**config.mk**
```make
export PLATFORM = sky130hd
export DESIGN_NAME = score_colormap_vertex_gen_flat
export DESIGN_NICKNAME = d
export VERILOG_FILES = /design/src/design/scv_pkg.sv /design/src/design/scv_if.sv /design/src/design/scv_pipe_ctrl.sv /design/src/design/scv_position.sv /design/src/design/scv_color.sv /design/src/design/score_colormap_vertex_gen.sv /design/src/flat_wrapper.sv
export SDC_FILE = /design/constraint.sdc
export NUM_CORES = 2
export LEC_CHECK = 0
export BUFFER_PORTS_ARGS = -buffer_cell sky130_fd_sc_hd__buf_2
export CAP_MARGIN = 15
export CORE_MARGIN = 2
export CORE_UTILIZATION = 45
export DETAILED_ROUTE_END_ITERATION = 6
export SYNTH_ARGS = -nofsm -noshare
export SYNTH_HDL_FRONTEND = slang
export SYNTH_SLANG_ARGS = --single-unit
export TNS_END_PERCENT = 50
```
**constraint.sdc**
```tcl
create_clock -name clk -period 25.8 [get_ports clk]
set_input_delay 3.87 -clock clk [delete_from_list [all_inputs] [get_ports clk]]
set_output_delay 3.87 -clock clk [all_outputs]
set_load 0.02 [all_outputs]
```
**src/design/scv_pkg.sv**
```systemverilog
// Package for the score colormap vertex generator: field widths, pipeline
// depth, reciprocal constants and the gradient tables. Depends on nothing.
`default_nettype none

package scv_pkg;

    // Field widths
    localparam int DAY_W    = 8;
    localparam int BUCKET_W = 10;
    localparam int SCORE_W  = 16;
    localparam int POS_W    = 16;
    localparam int POSZ_W   = 24;
    localparam int COLOR_W  = 8;
    localparam int ZSP_W    = 16;

    // Defaults of the top-level parameters
    localparam int DAY_COUNT_MAX_DEF    = 256;
    localparam int BUCKET_COUNT_MAX_DEF = 1024;

    // Number of register stages from input to output
    localparam int NUM_STAGES = 5;

    // Divide by 25 of an 18-bit value: multiply, then shift
    localparam int          X_NUM_W = 18;
    localparam int          X_MUL_W = 19;
    localparam int          X_SHIFT = 23;
    localparam logic [X_MUL_W-1:0] X_MUL = 19'd335545;
    localparam logic [X_NUM_W-1:0] X_BIAS = 18'd12;

    // Divide by 5 of a 17-bit value
    localparam int          Y_NUM_W = 17;
    localparam int          Y_MUL_W = 18;
    localparam int          Y_SHIFT = 20;
    localparam logic [Y_MUL_W-1:0] Y_MUL = 18'd209716;
    localparam logic [Y_NUM_W-1:0] Y_BIAS = 17'd2;

    // t = floor(score * 64 / 15) as score * T_MUL >> T_SHIFT
    localparam int          T_MUL_W = 23;
    localparam int          T_SHIFT = 20;
    localparam int          T_RAW_W = 19;
    localparam logic [T_MUL_W-1:0] T_MUL = 23'd4473925;

    // Gradient position, Q1.16 with one at 2^16
    localparam int          T_W   = 17;
    localparam logic [T_W-1:0] T_ONE = 17'd65536;

    localparam int NUM_SEGS = 6;
    localparam int SEG_W    = 3;
    localparam int RECIP_W  = 20;
    localparam int FPROD_W  = T_W + RECIP_W;
    localparam int STEP_W   = T_W + COLOR_W;

    localparam logic [T_W-1:0] STOP_POS [0:NUM_SEGS] = '{
        17'd0, 17'd9830, 17'd19661, 17'd32768, 17'd45875, 17'd58982, 17'd65536
    };

    localparam logic [RECIP_W-1:0] SEG_RECIP [0:NUM_SEGS-1] = '{
        20'd436924, 20'd436880, 20'd327685, 20'd327685, 20'd327685, 20'd655320
    };

    // Stop colours, red, green, blue
    localparam logic [COLOR_W-1:0] STOP_RGB [0:NUM_SEGS][0:2] = '{
        '{8'h14, 8'h23, 8'h3C},
        '{8'h26, 8'h4B, 8'h93},
        '{8'h50, 8'hC7, 8'hE0},
        '{8'h67, 8'hBD, 8'hAF},
        '{8'hDC, 8'h79, 8'h69},
        '{8'hF4, 8'h84, 8'h20},
        '{8'hEC, 8'h0F, 8'h6C}
    };

    // Per-stage load enables from the pipeline control
    typedef struct packed {
        logic [NUM_STAGES-1:0] load;
    } scv_pipe_t;

endpackage

`default_nettype wire

```
**src/design/scv_if.sv**
```systemverilog
// Valid/ready channel interfaces for samples, vertices and the spacing register.
// Depends on scv_pkg for the field widths.
`default_nettype none

interface scv_sample_if
    import scv_pkg::*;
();
    logic                valid;
    logic                ready;
    logic [DAY_W-1:0]    day_index;
    logic [BUCKET_W-1:0] bucket_index;
    logic [SCORE_W-1:0]  score;

    modport source (output valid, day_index, bucket_index, score, input ready);
    modport sink   (input valid, day_index, bucket_index, score, output ready);
endinterface

interface scv_vertex_if
    import scv_pkg::*;
();
    logic               valid;
    logic               ready;
    logic [POS_W-1:0]   pos_x;
    logic [POS_W-1:0]   pos_y;
    logic [POSZ_W-1:0]  pos_z;
    logic [COLOR_W-1:0] red;
    logic [COLOR_W-1:0] green;
    logic [COLOR_W-1:0] blue;

    modport source (output valid, pos_x, pos_y, pos_z, red, green, blue, input ready);
    modport sink   (input valid, pos_x, pos_y, pos_z, red, green, blue, output ready);
endinterface

interface scv_cfg_if
    import scv_pkg::*;
();
    logic             valid;
    logic             ready;
    logic [ZSP_W-1:0] row_pitch;

    modport source (output valid, row_pitch, input ready);
    modport sink   (input valid, row_pitch, output ready);
endinterface

`default_nettype wire

```
**src/design/scv_pipe_ctrl.sv**
```systemverilog
// Valid bits and stall control of the vertex pipeline.
// Depends on scv_pkg for the stage count and the load-enable struct.
`default_nettype none

module scv_pipe_ctrl
    import scv_pkg::*;
(
    input  logic      clk,
    input  logic      rst_n,
    input  logic      in_valid,
    output logic      in_ready,
    output logic      out_valid,
    input  logic      out_ready,
    output scv_pipe_t ctrl
);

    logic [NUM_STAGES-1:0] valid_reg;
    logic [NUM_STAGES-1:0] valid_next;
    logic [NUM_STAGES-1:0] up_valid;
    logic [NUM_STAGES:0]   stage_ready;

    // A stage can take a request when it is empty or its content moves on.
    always_comb
    begin
        stage_ready[NUM_STAGES] = out_ready;
        for (int k = NUM_STAGES - 1; k >= 0; k--)
        begin
            stage_ready[k] = !valid_reg[k] || stage_ready[k + 1];
        end
    end

    assign up_valid = {valid_reg[NUM_STAGES-2:0], in_valid};

    always_comb
    begin
        for (int k = 0; k < NUM_STAGES; k++)
        begin
            ctrl.load[k]  = up_valid[k] && stage_ready[k];
            valid_next[k] = stage_ready[k] ? up_valid[k] : valid_reg[k];
        end
    end

    always_ff @(posedge clk or negedge rst_n)
    begin
        if (!rst_n)
        begin
            valid_reg <= '0;
        end
        else
        begin
            valid_reg <= valid_next;
        end
    end

    assign in_ready  = stage_ready[0];
    assign out_valid = valid_reg[NUM_STAGES-1];

endmodule

`default_nettype wire

```
**src/design/scv_position.sv**
```systemverilog
// Position path: x = bucket*256/25 and y = score/5, both rounded, by
// reciprocal multiplication, and z = day * spacing, then all delayed to
// line up with the colour path. Depends on scv_pkg.
`default_nettype none

module scv_position
    import scv_pkg::*;
#(
    parameter int DAY_COUNT_MAX    = DAY_COUNT_MAX_DEF,
    parameter int BUCKET_COUNT_MAX = BUCKET_COUNT_MAX_DEF
)
(
    input  logic                clk,
    input  scv_pipe_t           ctrl,
    input  logic [DAY_W-1:0]    day_index,
    input  logic [BUCKET_W-1:0] bucket_index,
    input  logic [SCORE_W-1:0]  score,
    input  logic [ZSP_W-1:0]    row_pitch,
    output logic [POS_W-1:0]    pos_x,
    output logic [POS_W-1:0]    pos_y,
    output logic [POSZ_W-1:0]   pos_z
);

    localparam int LIM_W = 17;
    localparam logic [LIM_W-1:0] DAY_LIM     = LIM_W'(DAY_COUNT_MAX);
    localparam logic [LIM_W-1:0] DAY_LAST    = LIM_W'(DAY_COUNT_MAX - 1);
    localparam logic [LIM_W-1:0] BUCKET_LIM  = LIM_W'(BUCKET_COUNT_MAX);
    localparam logic [LIM_W-1:0] BUCKET_LAST = LIM_W'(BUCKET_COUNT_MAX - 1);

    localparam int XP_W = X_NUM_W + X_MUL_W;
    localparam int YP_W = Y_NUM_W + Y_MUL_W;

    logic [DAY_W-1:0]    day_sat;
    logic [BUCKET_W-1:0] bucket_sat;
    logic [X_NUM_W-1:0]  x_num;
    logic [Y_NUM_W-1:0]  y_num;
    logic [XP_W-1:0]     x_prod_next;
    logic [YP_W-1:0]     y_prod_next;
    logic [POSZ_W-1:0]   z_next;

    logic [XP_W-1:0]     x_prod_reg;
    logic [YP_W-1:0]     y_prod_reg;
    logic [POSZ_W-1:0]   z_prod_reg;

    logic [POS_W-1:0]    pos_x_reg [1:NUM_STAGES-1];
    logic [POS_W-1:0]    pos_y_reg [1:NUM_STAGES-1];
    logic [POSZ_W-1:0]   pos_z_reg [1:NUM_STAGES-1];

    // Clamp the indices to the configured counts and form the products.
    always_comb
    begin
        day_sat    = (LIM_W'(day_index) >= DAY_LIM) ? DAY_LAST[DAY_W-1:0] : day_index;
        bucket_sat = (LIM_W'(bucket_index) >= BUCKET_LIM) ?
                     BUCKET_LAST[BUCKET_W-1:0] : bucket_index;
        x_num       = {bucket_sat, 8'd0} + X_BIAS;
        y_num       = Y_NUM_W'(score) + Y_BIAS;
        x_prod_next = XP_W'(x_num) * XP_W'(X_MUL);
        y_prod_next = YP_W'(y_num) * YP_W'(Y_MUL);
        z_next      = POSZ_W'(day_sat) * POSZ_W'(row_pitch);
    end

    // Stage 0: products.
    always_ff @(posedge clk)
    begin
        if (ctrl.load[0])
        begin
            x_prod_reg <= x_prod_next;
            y_prod_reg <= y_prod_next;
            z_prod_reg <= z_next;
        end
    end

    // Stage 1: quotients by shifting; later stages only carry them along.
    always_ff @(posedge clk)
    begin
        if (ctrl.load[1])
        begin
            pos_x_reg[1] <= POS_W'(x_prod_reg >> X_SHIFT);
            pos_y_reg[1] <= POS_W'(y_prod_reg >> Y_SHIFT);
            pos_z_reg[1] <= z_prod_reg;
        end
        for (int k = 2; k < NUM_STAGES; k++)
        begin
            if (ctrl.load[k])
            begin
                pos_x_reg[k] <= pos_x_reg[k-1];
                pos_y_reg[k] <= pos_y_reg[k-1];
                pos_z_reg[k] <= pos_z_reg[k-1];
            end
        end
    end

    assign pos_x = pos_x_reg[NUM_STAGES-1];
    assign pos_y = pos_y_reg[NUM_STAGES-1];
    assign pos_z = pos_z_reg[NUM_STAGES-1];

endmodule

`default_nettype wire

```
**src/design/scv_color.sv**
```systemverilog
// Colour path: gradient position from the score, segment search, fraction by
// per-segment reciprocal and linear blend of the stop colours. Depends on scv_pkg.
`default_nettype none

module scv_color
    import scv_pkg::*;
(
    input  logic               clk,
    input  scv_pipe_t          ctrl,
    input  logic [SCORE_W-1:0] score,
    output logic [COLOR_W-1:0] red,
    output logic [COLOR_W-1:0] green,
    output logic [COLOR_W-1:0] blue
);

    localparam int TP_W = SCORE_W + T_MUL_W;

    logic [TP_W-1:0]    t_prod_reg;
    logic [SEG_W-1:0]   seg1_reg;
    logic [T_W-1:0]     tdiff_reg;
    logic [SEG_W-1:0]   seg2_reg;
    logic [FPROD_W-1:0] f_prod_reg;
    logic [SEG_W-1:0]   seg3_reg;
    logic [STEP_W-1:0]  step_prod_reg [0:2];
    logic [COLOR_W-1:0] rgb_reg [0:2];

    logic [T_RAW_W-1:0] t_raw;
    logic [T_W-1:0]     t_val;
    logic [SEG_W-1:0]   seg_next;
    logic [T_W-1:0]     tdiff_next;
    logic [FPROD_W-1:0] f_round;
    logic [T_W-1:0]     f_val;
    logic [STEP_W-1:0]  step_prod_next [0:2];
    logic [COLOR_W-1:0] rgb_next [0:2];

    // Stage 0: score times the reciprocal of 15/64.
    always_ff @(posedge clk)
    begin
        if (ctrl.load[0])
        begin
            t_prod_reg <= TP_W'(score) * TP_W'(T_MUL);
        end
    end

    // Stage 1: saturate t and pick the first segment whose upper stop covers it.
    always_comb
    begin
        t_raw = T_RAW_W'(t_prod_reg >> T_SHIFT);
        t_val = (t_raw > T_RAW_W'(T_ONE)) ? T_ONE : t_raw[T_W-1:0];
        seg_next = SEG_W'(NUM_SEGS - 1);
        for (int i = NUM_SEGS - 1; i >= 0; i--)
        begin
            if (t_val <= STOP_POS[i + 1])
            begin
                seg_next = SEG_W'(i);
            end
        end
        tdiff_next = (t_val >= STOP_POS[seg_next]) ? t_val - STOP_POS[seg_next] : '0;
    end

    always_ff @(posedge clk)
    begin
        if (ctrl.load[1])
        begin
            seg1_reg  <= seg_next;
            tdiff_reg <= tdiff_next;
        end
    end

    // Stage 2: offset within the segment times its reciprocal width.
    always_ff @(posedge clk)
    begin
        if (ctrl.load[2])
        begin
            seg2_reg   <= seg1_reg;
            f_prod_reg <= FPROD_W'(tdiff_reg) * FPROD_W'(SEG_RECIP[seg1_reg]);
        end
    end

    // Stage 3: round and saturate the fraction, scale each channel's span.
    always_comb
    begin
        f_round = f_prod_reg + FPROD_W'(32768);
        f_val   = ((f_round >> 16) > FPROD_W'(T_ONE)) ? T_ONE : T_W'(f_round >> 16);
        for (int c = 0; c < 3; c++)
        begin
            if (STOP_RGB[seg2_reg + 3'd1][c] >= STOP_RGB[seg2_reg][c])
            begin
                step_prod_next[c] = STEP_W'(f_val) *
                    STEP_W'(STOP_RGB[seg2_reg + 3'd1][c] - STOP_RGB[seg2_reg][c]);
            end
            else
            begin
                step_prod_next[c] = STEP_W'(f_val) *
                    STEP_W'(STOP_RGB[seg2_reg][c] - STOP_RGB[seg2_reg + 3'd1][c]);
            end
        end
    end

    always_ff @(posedge clk)
    begin
        if (ctrl.load[3])
        begin
            seg3_reg <= seg2_reg;
            for (int c = 0; c < 3; c++)
            begin
                step_prod_reg[c] <= step_prod_next[c];
            end
        end
    end

    // Stage 4: round the step and move from the lower stop towards the upper.
    always_comb
    begin
        for (int c = 0; c < 3; c++)
        begin
            if (STOP_RGB[seg3_reg + 3'd1][c] >= STOP_RGB[seg3_reg][c])
            begin
                rgb_next[c] = STOP_RGB[seg3_reg][c] +
                    COLOR_W'((step_prod_reg[c] + STEP_W'(32768)) >> 16);
            end
            else
            begin
                rgb_next[c] = STOP_RGB[seg3_reg][c] -
                    COLOR_W'((step_prod_reg[c] + STEP_W'(32768)) >> 16);
            end
        end
    end

    always_ff @(posedge clk)
    begin
        if (ctrl.load[4])
        begin
            for (int c = 0; c < 3; c++)
            begin
                rgb_reg[c] <= rgb_next[c];
            end
        end
    end

    assign red   = rgb_reg[0];
    assign green = rgb_reg[1];
    assign blue  = rgb_reg[2];

endmodule

`default_nettype wire

```
**src/design/score_colormap_vertex_gen.sv**
```systemverilog
// Score colormap vertex generator: one vertex with position and colour per sample.
// Each sample is registered through every pipeline stage before it is offered as a vertex.
// Throughput: one sample per cycle while the output is not stalled.
// An output stall holds the full stages in place; empty stages behind them still fill.
// Reset (rst_n low, asynchronous) empties the pipeline and sets the row pitch to 1.0.
// Depends on scv_pkg, the channel interfaces, scv_pipe_ctrl, scv_position, scv_color.
`default_nettype none

module score_colormap_vertex_gen
    import scv_pkg::*;
#(
    parameter int DAY_COUNT_MAX    = DAY_COUNT_MAX_DEF,
    parameter int BUCKET_COUNT_MAX = BUCKET_COUNT_MAX_DEF
)
(
    input  logic          clk,
    input  logic          rst_n,
    scv_sample_if.sink    sample_in,
    scv_vertex_if.source  vertex_out,
    scv_cfg_if.sink       cfg
);

    localparam logic [ZSP_W-1:0] ROW_PITCH_RESET = 16'd256;

    logic [ZSP_W-1:0] row_pitch_reg;
    logic [ZSP_W-1:0] row_pitch_next;
    scv_pipe_t        ctrl;

    // Row pitch register; writes are always taken.
    assign cfg.ready      = 1'b1;
    assign row_pitch_next = cfg.valid ? cfg.row_pitch : row_pitch_reg;

    always_ff @(posedge clk or negedge rst_n)
    begin
        if (!rst_n)
        begin
            row_pitch_reg <= ROW_PITCH_RESET;
        end
        else
        begin
            row_pitch_reg <= row_pitch_next;
        end
    end

    // Pipeline control.
    scv_pipe_ctrl u_ctrl (
        .clk       (clk),
        .rst_n     (rst_n),
        .in_valid  (sample_in.valid),
        .in_ready  (sample_in.ready),
        .out_valid (vertex_out.valid),
        .out_ready (vertex_out.ready),
        .ctrl      (ctrl)
    );

    // Position path.
    scv_position #(
        .DAY_COUNT_MAX    (DAY_COUNT_MAX),
        .BUCKET_COUNT_MAX (BUCKET_COUNT_MAX)
    ) u_position (
        .clk          (clk),
        .ctrl         (ctrl),
        .day_index    (sample_in.day_index),
        .bucket_index (sample_in.bucket_index),
        .score        (sample_in.score),
        .row_pitch    (row_pitch_reg),
        .pos_x        (vertex_out.pos_x),
        .pos_y        (vertex_out.pos_y),
        .pos_z        (vertex_out.pos_z)
    );

    // Colour path.
    scv_color u_color (
        .clk   (clk),
        .ctrl  (ctrl),
        .score (sample_in.score),
        .red   (vertex_out.red),
        .green (vertex_out.green),
        .blue  (vertex_out.blue)
    );

endmodule

`default_nettype wire

```
**src/flat_wrapper.sv**
```systemverilog
// flat-port wrapper written by rule: the top's interface ports become plain ports
module score_colormap_vertex_gen_flat import scv_pkg::*;
#(
    parameter int DAY_COUNT_MAX    = DAY_COUNT_MAX_DEF,
    parameter int BUCKET_COUNT_MAX = BUCKET_COUNT_MAX_DEF
)
  (clk, rst_n, sample_in_valid, sample_in_day_index, sample_in_bucket_index, sample_in_score, sample_in_ready, vertex_out_valid, vertex_out_pos_x, vertex_out_pos_y, vertex_out_pos_z, vertex_out_red, vertex_out_green, vertex_out_blue, vertex_out_ready, cfg_valid, cfg_row_pitch, cfg_ready);
  scv_sample_if sample_in_i ();
  scv_vertex_if vertex_out_i ();
  scv_cfg_if cfg_i ();
  input  logic clk;
  input  logic rst_n;
  input wire logic [$bits(sample_in_i.valid)-1:0] sample_in_valid;
  input wire logic [$bits(sample_in_i.day_index)-1:0] sample_in_day_index;
  input wire logic [$bits(sample_in_i.bucket_index)-1:0] sample_in_bucket_index;
  input wire logic [$bits(sample_in_i.score)-1:0] sample_in_score;
  output wire logic [$bits(sample_in_i.ready)-1:0] sample_in_ready;
  output wire logic [$bits(vertex_out_i.valid)-1:0] vertex_out_valid;
  output wire logic [$bits(vertex_out_i.pos_x)-1:0] vertex_out_pos_x;
  output wire logic [$bits(vertex_out_i.pos_y)-1:0] vertex_out_pos_y;
  output wire logic [$bits(vertex_out_i.pos_z)-1:0] vertex_out_pos_z;
  output wire logic [$bits(vertex_out_i.red)-1:0] vertex_out_red;
  output wire logic [$bits(vertex_out_i.green)-1:0] vertex_out_green;
  output wire logic [$bits(vertex_out_i.blue)-1:0] vertex_out_blue;
  input wire logic [$bits(vertex_out_i.ready)-1:0] vertex_out_ready;
  input wire logic [$bits(cfg_i.valid)-1:0] cfg_valid;
  input wire logic [$bits(cfg_i.row_pitch)-1:0] cfg_row_pitch;
  output wire logic [$bits(cfg_i.ready)-1:0] cfg_ready;
  assign sample_in_i.valid = sample_in_valid;
  assign sample_in_i.day_index = sample_in_day_index;
  assign sample_in_i.bucket_index = sample_in_bucket_index;
  assign sample_in_i.score = sample_in_score;
  assign sample_in_ready = sample_in_i.ready;
  assign vertex_out_valid = vertex_out_i.valid;
  assign vertex_out_pos_x = vertex_out_i.pos_x;
  assign vertex_out_pos_y = vertex_out_i.pos_y;
  assign vertex_out_pos_z = vertex_out_i.pos_z;
  assign vertex_out_red = vertex_out_i.red;
  assign vertex_out_green = vertex_out_i.green;
  assign vertex_out_blue = vertex_out_i.blue;
  assign vertex_out_i.ready = vertex_out_ready;
  assign cfg_i.valid = cfg_valid;
  assign cfg_i.row_pitch = cfg_row_pitch;
  assign cfg_ready = cfg_i.ready;
  score_colormap_vertex_gen #(.DAY_COUNT_MAX(DAY_COUNT_MAX), .BUCKET_COUNT_MAX(BUCKET_COUNT_MAX)) u_core (.clk(clk), .rst_n(rst_n), .sample_in(sample_in_i), .vertex_out(vertex_out_i), .cfg(cfg_i));
endmodule
```
==> impl_metrics.py <==
metrics = {
    "layout": {
        "largest_reg_flops": 96,
        "final_cell_mix": "1,193 x inv_1, 1,111 x fa_1, 944 x ha_1",
        "syn_to_final_growth_pct": 6.55,
        "regArea_mm2": 0.0120,
        "mostFrequentLayoutCell": "inv_1",
        "final_area_mm2": 0.0712,
        "nets": 8806,
        "drive_above_1_share_pct": 5.98,
        "antenna_cells": 0,
        "multiInputGateArea_mm2": 0.0491,
        "num-fill-cells": 13700,
    },
    "die": {
        "ioPinCount": 138,
        "initial_core_util_pct": 45.3,
        "coreArea_mm2": 0.148,
        "die_h_um": 389,
        "rows": 141,
        "die_x_um": 389,
        "dieArea_mm2": 0.152,
    },
    "sta": {
        "whs_ps": 405,
        "min_period_over_period_pct": 40.3,
        "slew_headroom_pct": 23.1,
        "report.final.slew_viol_count": 0,
        "worstMarginPinSlew_ps": 1150,
        "rsz0062_at_grt": "no",
        "finalSetupViolCount": 0,
        "timing.final.ws_setup_ps": 15390,
        "fin_crit_ps": 10410,
        "final-hold-violation-count": 0,
        "max_freq_mhz": 96.1,
        "finalSetupTns_ps": 0,
        "finClkSkew_ps": 50.4,
    },
    "global_routing": {
        "grt_max_degree": 64,
        "grt_antenna_before_repair": 3,
        "track_usage_pct": 22.2,
        "grt_overflow_total": 0,
        "grt_pass1_vias": 48900,
        "grt_pass1_wl_mm": 267,
    },
    "logic_synthesis": {
        "ys_seq_elements": 404,
        "synthCells": 6673,
        "yosys_warnings": 0,
        "yosysTopAreaCellShare_pct": 33.3,
        "synth_area_per_cell_um2": 10.0,
        "syn-cell-area_mm2": 0.0668,
        "ys_async_sr_fraction_pct": 5.20,
        "synth_edf_count": 383,
        "synth_top_cell_by_area": "fa_1",
        "yosys_most_used_dff": "edfxtp_1",
        "ys_seq_area_share_pct": 18.0,
        "ys_types": 84,
        "synth.area.top_cells": "fa_1 33%, ha_1 18%, edfxtp_1 17%, inv_1 6.7%, nor2_1 4.1%",
    },
    "placement": {
        "place_ws_ps": 14740,
        "hpwl_mm": 132,
        "gp_congestion": 0.890,
        "io_buffers": 133,
        "placed_cell_area_mm2": 0.0695,
    },
    "route": {
        "wl_per_cell_um": 18.7,
        "drc_errors": 0,
        "viasPerCell": 5.26,
        "ant_nets": 0,
        "dr.pass1.iters": 5,
        "drt_iter0_drc": 2611,
        "num_vias": 45600,
        "drt_wl_total_mm": 162,
    },
    "setup_path": {
        "critPathSlowestCell": "xnor2_1",
        "reg2reg_depth": 33,
        "ff2ff_setup_slack_ps": 15430,
        "end_kind": "register",
        "cp_max_fo": 6,
        "crit_family": "adder cells",
        "worstPathRequired_ps": 26150,
        "path_depth": 25,
        "path_buf_inv": 4,
        "crit_top_cell": "fa_1",
        "slowest_delay_ps": 600,
        "cp-start-kind": "input port",
        "crit_arrival_ps": 10760,
        "crit_type": "input port to register",
    },
    "flow_run": {
        "max_cap_viol_count": 0,
    },
    "min_path": {
        "hold_class": "register to register",
        "holdPathStages": 0,
    },
    "clock_network": {
        "h-tree-depth": 2,
        "cts_buffer_depth": 3,
        "tritoncts": "yes",
        "cts_sinks": 404,
        "ctsResizeCount": 0,
        "root_buffer": "clkbuf_16",
        "post-cts-setup-buffers": 0,
        "cts_buffers": 49,
        "clk_pin_slew_ps": 60,
        "hold_buffers": 0,
        "insertion_delay_ps": 620,
    },
    "status": {
        "outcome": "completed",
    },
}
cell type report:
cell class              instances  share of cell area, %
flip-flops and latches        404                   16.9
multi-input cells            4811                   69.0
clock inverters                40                  0.663
inverters                    1197                   6.31
well taps                    1930                   3.39
repair buffers                233                   1.99
clock buffers                  51                   1.73
per-stage QoR:
stage	util, %	instances
final	48.2	8666
after global routing	48.2	8666
after CTS	48.2	8666
after detailed placement	47.1	8575
after global placement	47.1	8575
after floorplan	-	6676
worst paths after layout:
path | startpoint | end
setup / recovery | sample_in_score[7] | u_core.u_position.y_prod_reg[34]
hold / removal | u_core.u_position.pos_z_reg[0][41] | u_core.u_position.pos_z_reg[0][65]
setup reg to reg | u_core.u_color.seg2_reg[1] | u_core.u_color.step_prod_reg[0][47]
hold reg to reg | u_core.u_position.pos_z_reg[0][41] | u_core.u_position.pos_z_reg[0][65]
max in group asynchronous | rst_n | u_core.row_pitch_reg[8]
min in group asynchronous | rst_n | u_core.u_ctrl.valid_reg[2]
kinds of logic (layout without fill, tap and decap cells):
| family | count (synthesis) | after routing | synth area share (%) |
|---|---|---|---|
| fa+ha+maj | 2055 | 2055 | 51.0 |
| simple gates | 1840 | 1840 | 12.6 |
| buf+inv | 1461 | 1521 | 8.59 |
| compound gates | 596 | 596 | 5.65 |
| flops | 404 | 404 | 18.0 |
| xor+xnor | 281 | 281 | 3.68 |
| mux | 34 | 34 | 0.545 |
| other cells | 2 | 5 | 0.0112 |
per-layer routing:
metal	vias up	track usage (%)	routed length [um]
met2	1030	37.7	78200
li1	21300	-	-
met4	0	5.30	4130
met1	23100	30.3	72000
met5	-	0	0
met3	186	2.52	7750
cell usage after synthesis, drive strengths merged, types with 9 or more instances:
library cell  count
o21ai           149
inv            1194
nand2b           82
and2            123
buf              92
xnor2           200
o21a             40
nor2            725
nor3             61
nand2           494
nand3            73
dfrtp            20
o22ai             9
edfxtp          383
a31oi            26
or2              34
clkbuf          172
mux2i            15
o21bai           16
nor2b            46
mux2             19
a21oi           165
a21boi           20
or3              86
and3             34
xor2             81
nor4             14
a211oi           22
ha              944
fa             1111
nand4            35
a21o             69
Power is left out: the tool's default activity adds up to more than one toggle a clock period on the data nets, which glitch-free logic cannot reach.
